`src/pcmp_pkg.sv`:
```
// Shared types, mode codes and helpers for the PCM sample width packer.
`timescale 1ns / 1ps
`default_nettype none
package pcmp_pkg;

  localparam int unsigned WordW  = 32;
  localparam int unsigned ModeW  = 3;
  localparam int unsigned MaxRes = 3;

  typedef logic [WordW-1:0] word_t;
  typedef logic [ModeW-1:0] mode_t;
  typedef logic [1:0]       cnt_t;

  // Packing modes; codes above 32to24 behave as 16to16.
  typedef enum logic [ModeW-1:0] {
    MODE_16TO8  = 3'd0,
    MODE_16TO16 = 3'd1,
    MODE_32TO8  = 3'd2,
    MODE_32TO16 = 3'd3,
    MODE_32TO24 = 3'd4
  } pack_mode_t;

  localparam mode_t ModeReset = MODE_16TO16;

  // Results released by one input transaction, oldest in slot 0.
  typedef struct packed {
    cnt_t                     cnt;
    logic [MaxRes-1:0]        last;
    logic [MaxRes-1:0][WordW-1:0] word;
  } pcmp_res_t;

  // Group position of the word that closes a group.
  function automatic cnt_t group_last_pos(input mode_t mode);
    cnt_t pos;
    case (mode)
      MODE_16TO8:  pos = 2'd1;
      MODE_32TO8:  pos = 2'd3;
      MODE_32TO16: pos = 2'd1;
      MODE_32TO24: pos = 2'd3;
      default:     pos = 2'd0;
    endcase
    return pos;
  endfunction

endpackage
`default_nettype wire

```
`src/pcm_sample_fifo_packer.sv`:
```
// Top level of the PCM sample width packer.
// Takes one 32-bit sample word per cycle while in_ready is high and packs groups of 1, 2 or 4
// words into playback FIFO words according to cfg_wr_data (0=16to8, 1=16to16, 2=32to8,
// 3=32to16, 4=32to24; other codes pass through). The packed word of a group appears the
// cycle after its closing word is taken. In 32to24 the closing word releases three words,
// drained one per cycle, while out_ready is high, from a three-entry result queue as the
// next group's first three words are taken, so with out_ready high a steady stream runs at
// one word per cycle in every mode. in_ready only drops when a closing word arrives while
// that queue still holds a word that does not leave in that cycle: two or more words, or
// one word with out_ready low. A mode write restarts the group.
`timescale 1ns / 1ps
`default_nettype none
module pcm_sample_fifo_packer
  import pcmp_pkg::*;
(
  input  wire logic        clk,
  input  wire logic        rst_n,
  input  wire logic        cfg_wr_en,
  input  wire logic [2:0]  cfg_wr_data,
  input  wire logic        in_valid,
  output logic             in_ready,
  input  wire logic [31:0] in_sample_word,
  output logic             out_valid,
  input  wire logic        out_ready,
  output logic [31:0]      out_fifo_word,
  output logic             out_last_of_group
);

  pcmp_res_t res;
  cnt_t      q_count;
  logic      accept;
  logic      load;

  assign in_ready = (res.cnt == 2'd0) || (q_count == 2'd0)
                  || (q_count == 2'd1 && out_ready);
  assign accept   = in_valid && in_ready;
  assign load     = accept && (res.cnt != 2'd0);

  pcmp_pack u_pack (
    .clk         (clk),
    .rst_n       (rst_n),
    .cfg_wr_en   (cfg_wr_en),
    .cfg_wr_data (cfg_wr_data),
    .accept      (accept),
    .sample_word (in_sample_word),
    .res         (res)
  );

  pcmp_outq u_outq (
    .clk       (clk),
    .rst_n     (rst_n),
    .load      (load),
    .res       (res),
    .out_valid (out_valid),
    .out_ready (out_ready),
    .out_word  (out_fifo_word),
    .out_last  (out_last_of_group),
    .count     (q_count)
  );

endmodule
`default_nettype wire

```
`src/pcmp_pack.sv`:
```
// Mode register, held words, group position and the packing datapath.
`timescale 1ns / 1ps
`default_nettype none
module pcmp_pack
  import pcmp_pkg::*;
(
  input  wire logic      clk,
  input  wire logic      rst_n,
  input  wire logic      cfg_wr_en,
  input  wire mode_t     cfg_wr_data,
  input  wire logic      accept,
  input  wire word_t     sample_word,
  output pcmp_res_t      res
);

  mode_t mode_r;
  cnt_t  pos_r, pos_nxt;
  word_t held0_r, held1_r, held2_r;
  logic  closing;

  assign closing = (pos_r == group_last_pos(mode_r));

  always_comb begin
    if (!accept) begin
      pos_nxt = pos_r;
    end else if (closing) begin
      pos_nxt = '0;
    end else begin
      pos_nxt = pos_r + 2'd1;
    end
  end

  always_ff @(posedge clk) begin
    if (!rst_n) begin
      mode_r <= ModeReset;
      pos_r  <= '0;
    end else if (cfg_wr_en) begin
      mode_r <= cfg_wr_data;
      pos_r  <= '0;
    end else begin
      pos_r  <= pos_nxt;
    end
  end

  // Held words never read before written within a group; no reset needed.
  always_ff @(posedge clk) begin
    if (accept && !closing) begin
      case (pos_r)
        2'd0:    held0_r <= sample_word;
        2'd1:    held1_r <= sample_word;
        2'd2:    held2_r <= sample_word;
        default: held2_r <= held2_r;
      endcase
    end
  end

  always_comb begin
    res      = '0;
    res.last = 3'b001;
    res.cnt  = closing ? 2'd1 : 2'd0;
    case (mode_r)
      MODE_16TO8: begin
        res.word[0] = {held0_r[31:24], held0_r[15:8], sample_word[31:24], sample_word[15:8]};
      end
      MODE_32TO8: begin
        res.word[0] = {held0_r[31:24], held1_r[31:24], held2_r[31:24], sample_word[31:24]};
      end
      MODE_32TO16: begin
        res.word[0] = {held0_r[31:16], sample_word[31:16]};
      end
      MODE_32TO24: begin
        res.word[0] = {held0_r[31:8], held1_r[31:24]};
        res.word[1] = {held1_r[23:8], held2_r[31:16]};
        res.word[2] = {held2_r[15:8], sample_word[31:8]};
        res.last    = 3'b100;
        res.cnt     = closing ? 2'd3 : 2'd0;
      end
      default: begin
        res.word[0] = sample_word;
      end
    endcase
  end

endmodule
`default_nettype wire

```
`src/pcmp_outq.sv`:
```
// Three-entry result queue that releases packed words one per cycle while out_ready is high.
`timescale 1ns / 1ps
`default_nettype none
module pcmp_outq
  import pcmp_pkg::*;
(
  input  wire logic      clk,
  input  wire logic      rst_n,
  input  wire logic      load,
  input  wire pcmp_res_t res,
  output logic           out_valid,
  input  wire logic      out_ready,
  output word_t          out_word,
  output logic           out_last,
  output cnt_t           count
);

  cnt_t                         cnt_r, cnt_nxt;
  logic [MaxRes-1:0][WordW-1:0] word_r;
  logic [MaxRes-1:0]            last_r;
  logic                         pop;

  assign out_valid = (cnt_r != 2'd0);
  assign pop       = out_valid && out_ready;
  assign out_word  = word_r[0];
  assign out_last  = last_r[0];
  assign count     = cnt_r;

  always_comb begin
    if (load) begin
      cnt_nxt = res.cnt;
    end else if (pop) begin
      cnt_nxt = cnt_r - 2'd1;
    end else begin
      cnt_nxt = cnt_r;
    end
  end

  always_ff @(posedge clk) begin
    if (!rst_n) begin
      cnt_r <= '0;
    end else begin
      cnt_r <= cnt_nxt;
    end
  end

  always_ff @(posedge clk) begin
    if (load) begin
      word_r <= res.word;
      last_r <= res.last;
    end else if (pop) begin
      word_r <= {word_r[MaxRes-1], word_r[MaxRes-1:1]};
      last_r <= {last_r[MaxRes-1], last_r[MaxRes-1:1]};
    end
  end

`ifndef SYNTHESIS
  // A new group only lands when the queue is empty or drains this cycle.
  a_load_room: assert property (@(posedge clk) disable iff (!rst_n)
    load |-> (cnt_r == 2'd0) || (cnt_r == 2'd1 && out_ready))
    else $error("result queue overwritten while holding words");

  a_load_count: assert property (@(posedge clk) disable iff (!rst_n)
    load |=> (cnt_r == $past(res.cnt)))
    else $error("result queue count wrong after load");

  a_pop_count: assert property (@(posedge clk) disable iff (!rst_n)
    (pop && !load) |=> (cnt_r == $past(cnt_r) - 2'd1))
    else $error("result queue count wrong after pop");

  a_last_on_final: assert property (@(posedge clk) disable iff (!rst_n)
    (cnt_r == 2'd1) |-> out_last)
    else $error("final queued word not marked last of group");
`endif

endmodule
`default_nettype wire

```
`config.mk`:
```
export PLATFORM = sky130hd
export DESIGN_NAME = pcm_sample_fifo_packer
export DESIGN_NICKNAME = d
export VERILOG_FILES = /design/src/pcmp_pkg.sv /design/src/pcm_sample_fifo_packer.sv /design/src/pcmp_pack.sv /design/src/pcmp_outq.sv
export SDC_FILE = /design/constraint.sdc
export NUM_CORES = 1
export LEC_CHECK = 0
export BUFFER_PORTS_ARGS = -buffer_cell sky130_fd_sc_hd__buf_4
export CAP_MARGIN = 40
export CORE_ASPECT_RATIO = 1.25
export CORE_MARGIN = 2
export CORE_UTILIZATION = 55
export CTS_CLUSTER_DIAMETER = 150
export DETAILED_ROUTE_END_ITERATION = 16
export HOLD_SLACK_MARGIN = 0.15
export PLACE_DENSITY_LB_ADDON = 0.15
export RECOVER_POWER = 25
export SKIP_LAST_GASP = 1
export SLEW_MARGIN = 20
export SYNTH_ARGS = -nofsm -noshare
export SYNTH_HDL_FRONTEND = slang
export SYNTH_SLANG_ARGS = --single-unit
export TNS_END_PERCENT = 20
```
`constraint.sdc`:
```
create_clock -name clk -period 5.8 [get_ports clk]
set_clock_uncertainty 0.15 [all_clocks]
set_input_delay 1.16 -clock clk [delete_from_list [all_inputs] [get_ports clk]]
set_output_delay 1.16 -clock clk [all_outputs]
set_load 0.005 [all_outputs]
```
==> impl_metrics.prom, run 1 <==
# TYPE chip_impl_metric gauge
chip_impl_metric{name="worst_setup_hold_path_clk_slew",unit="ps"} 60
chip_impl_info{name="clock_tree.root_cell",value="sky130_fd_sc_hd__clkbuf_16"} 1
chip_impl_metric{name="weighted_congestion_at_the_end_of_routability_driven_global_placement",unit=""} 0.855
chip_impl_metric{name="clk_sinks",unit=""} 178
chip_impl_info{name="result_of_the_run",value="finished with violations"} 1
chip_impl_metric{name="synth-simple-area-share",unit=""} 0.0801
chip_impl_metric{name="synth-compound-area-share",unit=""} 0.0702
chip_impl_metric{name="setup-tns-final",unit="ps"} 0
chip_impl_metric{name="post_cts.resized_instances",unit=""} 0
chip_impl_metric{name="numCtsBuffers",unit=""} 17
chip_impl_metric{name="drt-pass1-iter-count",unit=""} 5
chip_impl_info{name="critPathLaunchType",value="register"} 1
chip_impl_metric{name="netlist_area_pre_place",unit="µm²"} 8290
chip_impl_metric{name="n_fill_cell",unit=""} 1126
chip_impl_metric{name="core.rowCount",unit=""} 50
chip_impl_metric{name="route.final.wire_length",unit="µm"} 17500
chip_impl_metric{name="postCtsSetupRepairBufs",unit=""} 0
chip_impl_info{name="synth-main-ff-cell",value="sky130_fd_sc_hd__edfxtp_1"} 1
chip_impl_metric{name="cts.hold.buffers_added",unit=""} 0
chip_impl_metric{name="floorplan.core_area",unit="µm²"} 14900
chip_impl_metric{name="cap_violations",unit=""} 1
chip_impl_metric{name="vias_in_the_first_global_route",unit=""} 4976
chip_impl_metric{name="post_layout_nets",unit=""} 681
chip_impl_metric{name="report.final.slew_viol_count",unit=""} 35
chip_impl_metric{name="cts-root-to-sink-buffers",unit=""} 2
chip_impl_info{name="failed_checks",value="max-capacitance violations, max-slew violations"} 1
chip_impl_metric{name="ioPinCount",unit=""} 75
chip_impl_metric{name="max-vdd-ir-drop",unit="µV"} 187
chip_impl_metric{name="critPathMaxFanout",unit=""} 46
chip_impl_info{name="timing.critical_path.to_type",value="register"} 1
chip_impl_metric{name="detailroute.via_count",unit=""} 4833
chip_impl_metric{name="placed_cell_area",unit="µm²"} 8820
chip_impl_metric{name="total_congestion_overflow",unit=""} 0
chip_impl_metric{name="ys_warnings",unit=""} 0
chip_impl_metric{name="combPwrFrac",unit=""} 0.168
chip_impl_metric{name="stdcell_count",unit=""} 831
chip_impl_metric{name="detail_route.drc_violations",unit=""} 0
chip_impl_metric{name="period_minus_slack",unit="ps"} 3640
chip_impl_metric{name="synth.yosys.seq_area_share",unit=""} 0.636
chip_impl_metric{name="synth-async-reset-ratio",unit=""} 0
chip_impl_metric{name="synth_fp_nets",unit=""} 638
chip_impl_metric{name="grt_max_degree",unit=""} 47
chip_impl_info{name="worstHoldPathType",value="register to register"} 1
chip_impl_metric{name="wl_per_cell",unit="µm"} 21.0
chip_impl_metric{name="worst-endpoint-required",unit="ps"} 5830
chip_impl_metric{name="seq_power_share",unit=""} 0.498
chip_impl_info{name="synth_top_area_cell",value="sky130_fd_sc_hd__edfxtp_1"} 1
chip_impl_metric{name="drive_above_1_share",unit=""} 0.214
chip_impl_metric{name="route.detailed.vias_per_inst",unit=""} 5.82
chip_impl_metric{name="power_leakage",unit="nW"} 3.37
chip_impl_metric{name="drtAntennaViolNets",unit=""} 0
chip_impl_metric{name="initial_core_util",unit=""} 0.557
chip_impl_metric{name="drt_iter0_markers",unit=""} 445
chip_impl_metric{name="finish.instance_area",unit="µm²"} 9310
chip_impl_metric{name="area.growth.synth_to_final",unit="%"} 12.3
chip_impl_metric{name="power_per_cell_area",unit="nW/µm²"} 363
chip_impl_metric{name="chipWidth",unit="µm"} 114
chip_impl_metric{name="cts-htree-levels",unit=""} 4
chip_impl_metric{name="numPortBuffers",unit=""} 74
chip_impl_metric{name="hpwlAfterDp",unit="µm"} 11000
chip_impl_metric{name="synth_seq_cells",unit=""} 178
chip_impl_metric{name="synthMuxAreaShare",unit=""} 0.132
chip_impl_metric{name="power.clock.fraction",unit=""} 0.334
chip_impl_metric{name="internal_power",unit="mW"} 2.58
chip_impl_metric{name="dp.cells",unit=""} 798
chip_impl_info{name="tritoncts",value="yes"} 1
chip_impl_info{name="yosys-top-cells-area",value="sky130_fd_sc_hd__edfxtp_1 62%, sky130_fd_sc_hd__mux2i_1 6.6%, sky130_fd_sc_hd__mux2_4 4.3%, sky130_fd_sc_hd__buf_4 3.4%, sky130_fd_sc_hd__and2_1 2.6%"} 1
chip_impl_metric{name="die-height",unit="µm"} 141
chip_impl_metric{name="global_route_wire_length_before_repair",unit="µm"} 26800
chip_impl_metric{name="die_area",unit="µm²"} 16100
chip_impl_metric{name="yosysUniqueCellTypes",unit=""} 46
chip_impl_metric{name="post_route_fraction_of_the_period_consumed_by_the_critical_path",unit=""} 0.628
chip_impl_metric{name="highest_achievable_clock_rate",unit="MHz"} 275
chip_impl_info{name="dominant_combinational_cell_family_by_area_after_synthesis",value="multiplexers"} 1
chip_impl_metric{name="netSwitchingFraction",unit=""} 0.237
chip_impl_metric{name="xor_and_xnor_area_share_after_synthesis",unit=""} 0.00211
chip_impl_metric{name="aggregate_global_route_resource_usage",unit=""} 0.226
chip_impl_info{name="crit_type",value="register to register"} 1
chip_impl_metric{name="switchingPower",unit="mW"} 0.800
chip_impl_metric{name="setup_viol_count_final",unit=""} 0
chip_impl_metric{name="antenna_cells",unit=""} 0
chip_impl_metric{name="postSynthAreaPerCell",unit="µm²"} 14.0
chip_impl_metric{name="final_hold_viol_count",unit=""} 0
chip_impl_metric{name="antenna_found_initial",unit=""} 0
chip_impl_metric{name="worst-slew-pin-transition",unit="ps"} 1630
chip_impl_metric{name="crit_arrival",unit="ps"} 3670
chip_impl_metric{name="synth_fa_ha_area_frac",unit=""} 0.00754
chip_impl_metric{name="synth-edff-count",unit=""} 171
chip_impl_metric{name="clock_insertion_delay_worst_skew",unit="ps"} 430
chip_impl_metric{name="slew_headroom",unit=""} -0.0841
chip_impl_info{name="rsz0062_at_grt",value="no"} 1
chip_impl_metric{name="synth_top_area_frac",unit=""} 0.619
chip_impl_metric{name="syn-instance-count",unit=""} 593
path summary, 6_finish.rpt:
kind | startpoint | endpoint | slack [ps] | depth (start not counted)
setup / recovery | u_pack.mode_r[1]$_SDFFE_PN0P_ | u_outq.out_word[22]$_DFFE_PP_ | 2160 | 6
hold / removal | u_pack.held2_r[12]$_DFFE_PP_ | u_outq.word_r[92]$_DFFE_PP_ | 370 | 1
hold reg to reg | u_pack.held2_r[12]$_DFFE_PP_ | u_outq.word_r[92]$_DFFE_PP_ | 370 | 1
setup reg to reg | u_pack.mode_r[1]$_SDFFE_PN0P_ | u_outq.out_word[22]$_DFFE_PP_ | 2160 | 6
cell usage in the layout (no fill, tap or decap), drive strengths merged, types with 2 or more instances in the layout:
cell type	count
edfxtp	171
buf	59
nand2	55
mux2i	55
inv	49
clkbuf	47
mux2	40
and2	34
o21ai	17
a221oi	13
nor2	12
nand2b	11
a221o	8
dfxtp	7
o2bb2ai	6
clkinv	6
nor2b	5
ha	5
a21oi	5
o311ai	4
o221ai	4
a32o	4
a22oi	4
clkinvlp	3
bufinv	3
nor3b	3
nand4	2
a21o	2
xnor2	2
o211ai	2
or2	2
layer usage:
layer	wire, µm	part of all wire	global-route usage
met2	8920	0.51	0.380
met1	6860	0.39	0.266
met4	867	0.050	0.137
met3	838	0.048	0.0496
met5	0	0	0
area by class of cell:
class / instances / area (µm²) / area share
well taps: 182 / 228 / 0.0244
multi-input cells: 304 / 2450 / 0.263
flip-flops and latches: 178 / 5280 / 0.566
repair buffers: 86 / 596 / 0.0639
inverters: 49 / 184 / 0.0197
clock buffers: 20 / 437 / 0.0469
clock inverters: 12 / 140 / 0.0150
stage by stage:
step,worst slack [ps],total power [mW],hold slack (ps),utilization
after floorplan,1900,2.13,347,-
after global placement,2120,2.26,351,0.589
after detailed placement,2070,2.29,355,0.592
after CTS,2080,3.41,370,0.631
after global routing,1930,3.51,388,0.626
final,2160,3.38,368,0.626
cell usage after synthesis, types with 2 or more instances:
cell and number:
sky130_fd_sc_hd__nand4_1 2, sky130_fd_sc_hd__nor3b_2 2, sky130_fd_sc_hd__mux2_1 2, sky130_fd_sc_hd__o21ai_0 16, sky130_fd_sc_hd__mux2_2 14, sky130_fd_sc_hd__nor2b_1 5
sky130_fd_sc_hd__inv_1 49, sky130_fd_sc_hd__a21oi_1 4, sky130_fd_sc_hd__a21o_1 2, sky130_fd_sc_hd__nor2_1 12, sky130_fd_sc_hd__mux2i_1 55, sky130_fd_sc_hd__buf_4 38
sky130_fd_sc_hd__xnor2_1 2, sky130_fd_sc_hd__mux2_4 24, sky130_fd_sc_hd__a32o_1 4, sky130_fd_sc_hd__buf_2 9, sky130_fd_sc_hd__nand2b_1 11, sky130_fd_sc_hd__ha_1 5
sky130_fd_sc_hd__a221oi_1 13, sky130_fd_sc_hd__a22oi_1 4, sky130_fd_sc_hd__o311ai_0 4, sky130_fd_sc_hd__a221o_1 8, sky130_fd_sc_hd__dfxtp_1 7, sky130_fd_sc_hd__o211ai_1 2
sky130_fd_sc_hd__nand2_1 55, sky130_fd_sc_hd__buf_6 4, sky130_fd_sc_hd__o221ai_1 4, sky130_fd_sc_hd__edfxtp_1 171, sky130_fd_sc_hd__and2_1 34, sky130_fd_sc_hd__o2bb2ai_1 6
sky130_fd_sc_hd__clkbuf_1 10
worst max-delay path, stage by stage, from the launching register on:
cell and delay, ps:
sky130_fd_sc_hd__dfxtp_2 390, sky130_fd_sc_hd__buf_4 480, sky130_fd_sc_hd__nand2b_1 360, sky130_fd_sc_hd__a41oi_2 230, sky130_fd_sc_hd__a31oi_4 690, sky130_fd_sc_hd__buf_4 690, sky130_fd_sc_hd__mux2_4 350
cell families after synthesis:
| kind of cell | Yosys count |
|---|---|
| AOI/OAI and AO/OA | 74 |
| xor gates and xnor gates | 2 |
| adders and majority gates | 5 |
| muxes | 95 |
| DFF | 178 |
| and+or+nand+nor | 128 |
| buffers and inverters | 111 |
registers in the layout, summed over array words and instances, names as in the netlist:
register         count
u_pack.held1_r      24
u_pack.held2_r      24
u_outq.count         2
u_pack.mode_r        3
u_outq.last_r        3
u_pack.held0_r      24
u_pack.pos_r         2
u_outq.word_r       64
u_outq.out_word     32
power groups by stage:
| stage | Sequential (mW) | Combinational, mW | Clock [mW] |
|---|---|---|---|
| 2_1_floorplan | 1.70 | 0.431 | 0 |
| 3_3_place_gp | 1.71 | 0.549 | 0 |
| 3_5_place_dp | 1.71 | 0.578 | 0 |
| 4_1_cts | 1.68 | 0.581 | 1.15 |
| 5_1_grt | 1.70 | 0.617 | 1.19 |
| 6_report | 1.68 | 0.568 | 1.13 |
(Power assumes the default switching activity.)
==> run 2: changes to the inputs <==
ABC_AREA = 1   (was unset)
clock period = 3.56 ns   (was 5.8 ns; I/O delays follow)
==> impl_metrics.prom, run 2 <==
# TYPE chip_impl_metric gauge
chip_impl_metric{name="total_congestion_overflow",unit=""} 0
chip_impl_metric{name="synth-edff-count",unit=""} 171
chip_impl_metric{name="post_layout_nets",unit=""} 773
chip_impl_metric{name="clk_sinks",unit=""} 178
chip_impl_metric{name="worst_setup_hold_path_clk_slew",unit="ps"} 60
chip_impl_metric{name="route.final.wire_length",unit="µm"} 16700
chip_impl_metric{name="synth-async-reset-ratio",unit=""} 0
chip_impl_metric{name="die_area",unit="µm²"} 14800
chip_impl_metric{name="worst-slew-pin-transition",unit="ps"} 710
chip_impl_info{name="rsz0062_at_grt",value="no"} 1
chip_impl_metric{name="period_minus_slack",unit="ps"} 2930
chip_impl_info{name="worstHoldPathType",value="register to register"} 1
chip_impl_metric{name="postCtsSetupRepairBufs",unit=""} 0
chip_impl_info{name="synth-main-ff-cell",value="sky130_fd_sc_hd__edfxtp_1"} 1
chip_impl_info{name="commonest_non_fill_non_tap_cell_in_the_layout",value="sky130_fd_sc_hd__nand2_1"} 1
chip_impl_info{name="most_used_cell_cp",value="sky130_fd_sc_hd__nand2_1"} 1
chip_impl_metric{name="stdcell_count",unit=""} 914
chip_impl_info{name="yosys-top-cells-area",value="sky130_fd_sc_hd__edfxtp_1 67%, sky130_fd_sc_hd__nand2_1 10%, sky130_fd_sc_hd__buf_4 3.1%, sky130_fd_sc_hd__nor2_1 2.9%, sky130_fd_sc_hd__o21ai_0 2.5%"} 1
chip_impl_metric{name="highest_achievable_clock_rate",unit="MHz"} 342
chip_impl_metric{name="route.detailed.vias_per_inst",unit=""} 5.53
chip_impl_metric{name="synth_fp_nets",unit=""} 721
chip_impl_info{name="largest_register",value="u_outq.word_r"} 1
chip_impl_metric{name="grt_max_degree",unit=""} 70
chip_impl_metric{name="gr-usage-met2",unit=""} 0.413
chip_impl_metric{name="chipWidth",unit="µm"} 109
chip_impl_info{name="crit_type",value="register to primary output"} 1
chip_impl_metric{name="antenna_found_initial",unit=""} 0
chip_impl_metric{name="groute.layer.met1.usage",unit=""} 0.308
chip_impl_metric{name="floorplan.core_area",unit="µm²"} 13700
chip_impl_metric{name="cts-htree-levels",unit=""} 4
chip_impl_metric{name="finish.instance_area",unit="µm²"} 8630
chip_impl_metric{name="report.final.slew_viol_count",unit=""} 0
chip_impl_info{name="path_cells",value="nor2_1 > nand2_1 > nand2_1 > nand2_1 > nand2_1 > nor2_4 > nand3_1 > buf_4"} 1
chip_impl_metric{name="syn-instance-count",unit=""} 676
chip_impl_info{name="timing.critical_path.to_type",value="primary output"} 1
chip_impl_metric{name="placed_cell_area",unit="µm²"} 8190
chip_impl_metric{name="synth.yosys.seq_area_share",unit=""} 0.691
chip_impl_metric{name="detailroute.via_count",unit=""} 5051
chip_impl_info{name="grt_busiest_layer",value="met2"} 1
chip_impl_metric{name="initial_core_util",unit=""} 0.557
chip_impl_metric{name="die-height",unit="µm"} 136
chip_impl_metric{name="slew_headroom",unit=""} 0.527
chip_impl_metric{name="post_route_fraction_of_the_period_consumed_by_the_critical_path",unit=""} 0.822
chip_impl_metric{name="use_met3",unit=""} 0.0409
chip_impl_metric{name="synth_top_area_frac",unit=""} 0.673
chip_impl_metric{name="netlist_area_pre_place",unit="µm²"} 7630
chip_impl_metric{name="drt-pass1-iter-count",unit=""} 5
chip_impl_metric{name="final_hold_viol_count",unit=""} 0
chip_impl_metric{name="clock_insertion_delay_worst_skew",unit="ps"} 420
chip_impl_metric{name="worst-endpoint-required",unit="ps"} 2700
chip_impl_metric{name="global_route_wire_length_before_repair",unit="µm"} 26300
chip_impl_info{name="layout.cells.most_common_list",value="203 x sky130_fd_sc_hd__nand2_1, 171 x sky130_fd_sc_hd__edfxtp_1, 56 x sky130_fd_sc_hd__nor2_1"} 1
chip_impl_metric{name="critPathMaxFanout",unit=""} 13
chip_impl_metric{name="numCtsBuffers",unit=""} 17
chip_impl_info{name="cp_slowest_cell",value="sky130_fd_sc_hd__dfxtp_1"} 1
chip_impl_metric{name="cts-root-to-sink-buffers",unit=""} 2
chip_impl_metric{name="weighted_congestion_at_the_end_of_routability_driven_global_placement",unit=""} 0.844
chip_impl_metric{name="slowest_delay",unit="ps"} 430
chip_impl_metric{name="cts.hold.buffers_added",unit=""} 0
chip_impl_metric{name="wl_per_cell",unit="µm"} 18.3
chip_impl_metric{name="power_per_cell_area",unit="nW/µm²"} 618
chip_impl_metric{name="ioPinCount",unit=""} 75
chip_impl_metric{name="vias_in_the_first_global_route",unit=""} 4976
chip_impl_info{name="library_cell_with_the_highest_instance_count_after_synthesis",value="sky130_fd_sc_hd__nand2_1"} 1
chip_impl_metric{name="power_leakage",unit="nW"} 3.41
chip_impl_metric{name="drt_iter0_markers",unit=""} 503
chip_impl_metric{name="dp.cells",unit=""} 884
chip_impl_info{name="result_of_the_run",value="finished, final reports clean"} 1
chip_impl_metric{name="setup-tns-final",unit="ps"} 0
chip_impl_metric{name="detail_route.drc_violations",unit=""} 0
chip_impl_info{name="tritoncts",value="yes"} 1
chip_impl_info{name="clock_tree.root_cell",value="sky130_fd_sc_hd__clkbuf_16"} 1
chip_impl_metric{name="cap_violations",unit=""} 0
chip_impl_metric{name="yosysUniqueCellTypes",unit=""} 29
chip_impl_metric{name="area.growth.synth_to_final",unit="%"} 13.1
chip_impl_metric{name="numPortBuffers",unit=""} 74
chip_impl_info{name="synth_top_area_cell",value="sky130_fd_sc_hd__edfxtp_1"} 1
chip_impl_info{name="critPathLaunchType",value="register"} 1
chip_impl_metric{name="drtAntennaViolNets",unit=""} 0
chip_impl_metric{name="postSynthAreaPerCell",unit="µm²"} 11.3
chip_impl_metric{name="synth_seq_cells",unit=""} 178
chip_impl_metric{name="hpwlAfterDp",unit="µm"} 10200
chip_impl_metric{name="drive_above_1_share",unit=""} 0.154
chip_impl_metric{name="antenna_cells",unit=""} 0
chip_impl_metric{name="aggregate_global_route_resource_usage",unit=""} 0.241
chip_impl_metric{name="post_cts.resized_instances",unit=""} 0
chip_impl_metric{name="max-vdd-ir-drop",unit="µV"} 330
chip_impl_metric{name="reg2reg_setup_slack",unit="ps"} 880
chip_impl_metric{name="fin_worst_hold_slack",unit="ps"} 360
chip_impl_metric{name="setup_viol_count_final",unit=""} 0
chip_impl_metric{name="crit_arrival",unit="ps"} 2060
chip_impl_metric{name="largest_reg_flops",unit=""} 64
chip_impl_metric{name="core.rowCount",unit=""} 48
chip_impl_metric{name="ys_warnings",unit=""} 0
chip_impl_info{name="netlist_top_cells_count",value="204 x sky130_fd_sc_hd__nand2_1, 171 x sky130_fd_sc_hd__edfxtp_1, 59 x sky130_fd_sc_hd__nor2_1"} 1
## run 2: changes by cell type after synthesis, sizes merged, moves of 11 or more
cell / previous run / this run
nand2: 55 / 204
o21ai: 17 / 44
nand3: 0 / 16
o22ai: 0 / 14
nand2b: 11 / 0
and2: 34 / 0
mux2: 40 / 0
a21oi: 5 / 18
mux2i: 55 / 0
nor2: 12 / 60
a221oi: 13 / 0
## run 2: metal layers
metal / share of wire / up-vias / wire length [µm]
li1: - / 2356 / -
met1: 0.40 / 2451 / 6690
met2: 0.51 / 224 / 8570
met3: 0.070 / 20 / 1180
met4: 0.017 / 0 / 288
met5: 0 / - / 0
## run 2: worst paths after layout
kind              cells after the start                            end                     startpoint
setup / recovery                      8                       in_ready  u_pack.mode_r[1]$_SDFFE_PN0P_
hold / removal                        2    u_outq.word_r[50]$_DFFE_PP_   u_pack.held1_r[10]$_DFFE_PP_
setup reg to reg                      8  u_outq.out_word[10]$_DFFE_PP_  u_pack.mode_r[1]$_SDFFE_PN0P_
hold reg to reg                       2    u_outq.word_r[50]$_DFFE_PP_   u_pack.held1_r[10]$_DFFE_PP_
## run 2: logic make-up (layout without fill, tap and decap cells)
kind of cell,count (synthesis),count (layout),share of synthesized area
flops,178,178,0.691
xor+xnor,1,1,0.00115
fa+ha+maj,5,5,0.00820
buf+inv,114,177,0.0761
simple gates,286,286,0.150
compound gates,92,92,0.0736
## run 2: where the power goes
part,switching (mW),internal (mW),leakage [nW]
clock network,0.766,0.954,0.255
logic,0.538,0.312,1.49
registers,0.0782,2.68,1.67
total,1.38,3.95,3.41
## run 2: worst max-delay path, delay by kind of cell (launching register included)
family,cells,cell delay (ps)
buffers and inverters,1,150
flip-flops,1,430
AND/OR/NAND/NOR,7,1070
## run 2: layout make-up
type / instances / area, µm²
sequential: 178 / 5280
fill: 1119 / 5070
multi-input combinational: 384 / 1790
timing repair buffer: 90 / 587
clock buffer: 17 / 425
tap: 175 / 219
inverter: 57 / 214
clock inverter: 13 / 114
## run 2: stage by stage
stage          power, mW  worst slack, ps   util
2_1_floorplan       3.41              411      -
3_5_place_dp        3.68              975  0.598
5_1_grt             5.56              514  0.630
4_1_cts             5.38              681  0.637
6_report            5.33              634  0.630
3_3_place_gp        3.66             1080  0.598
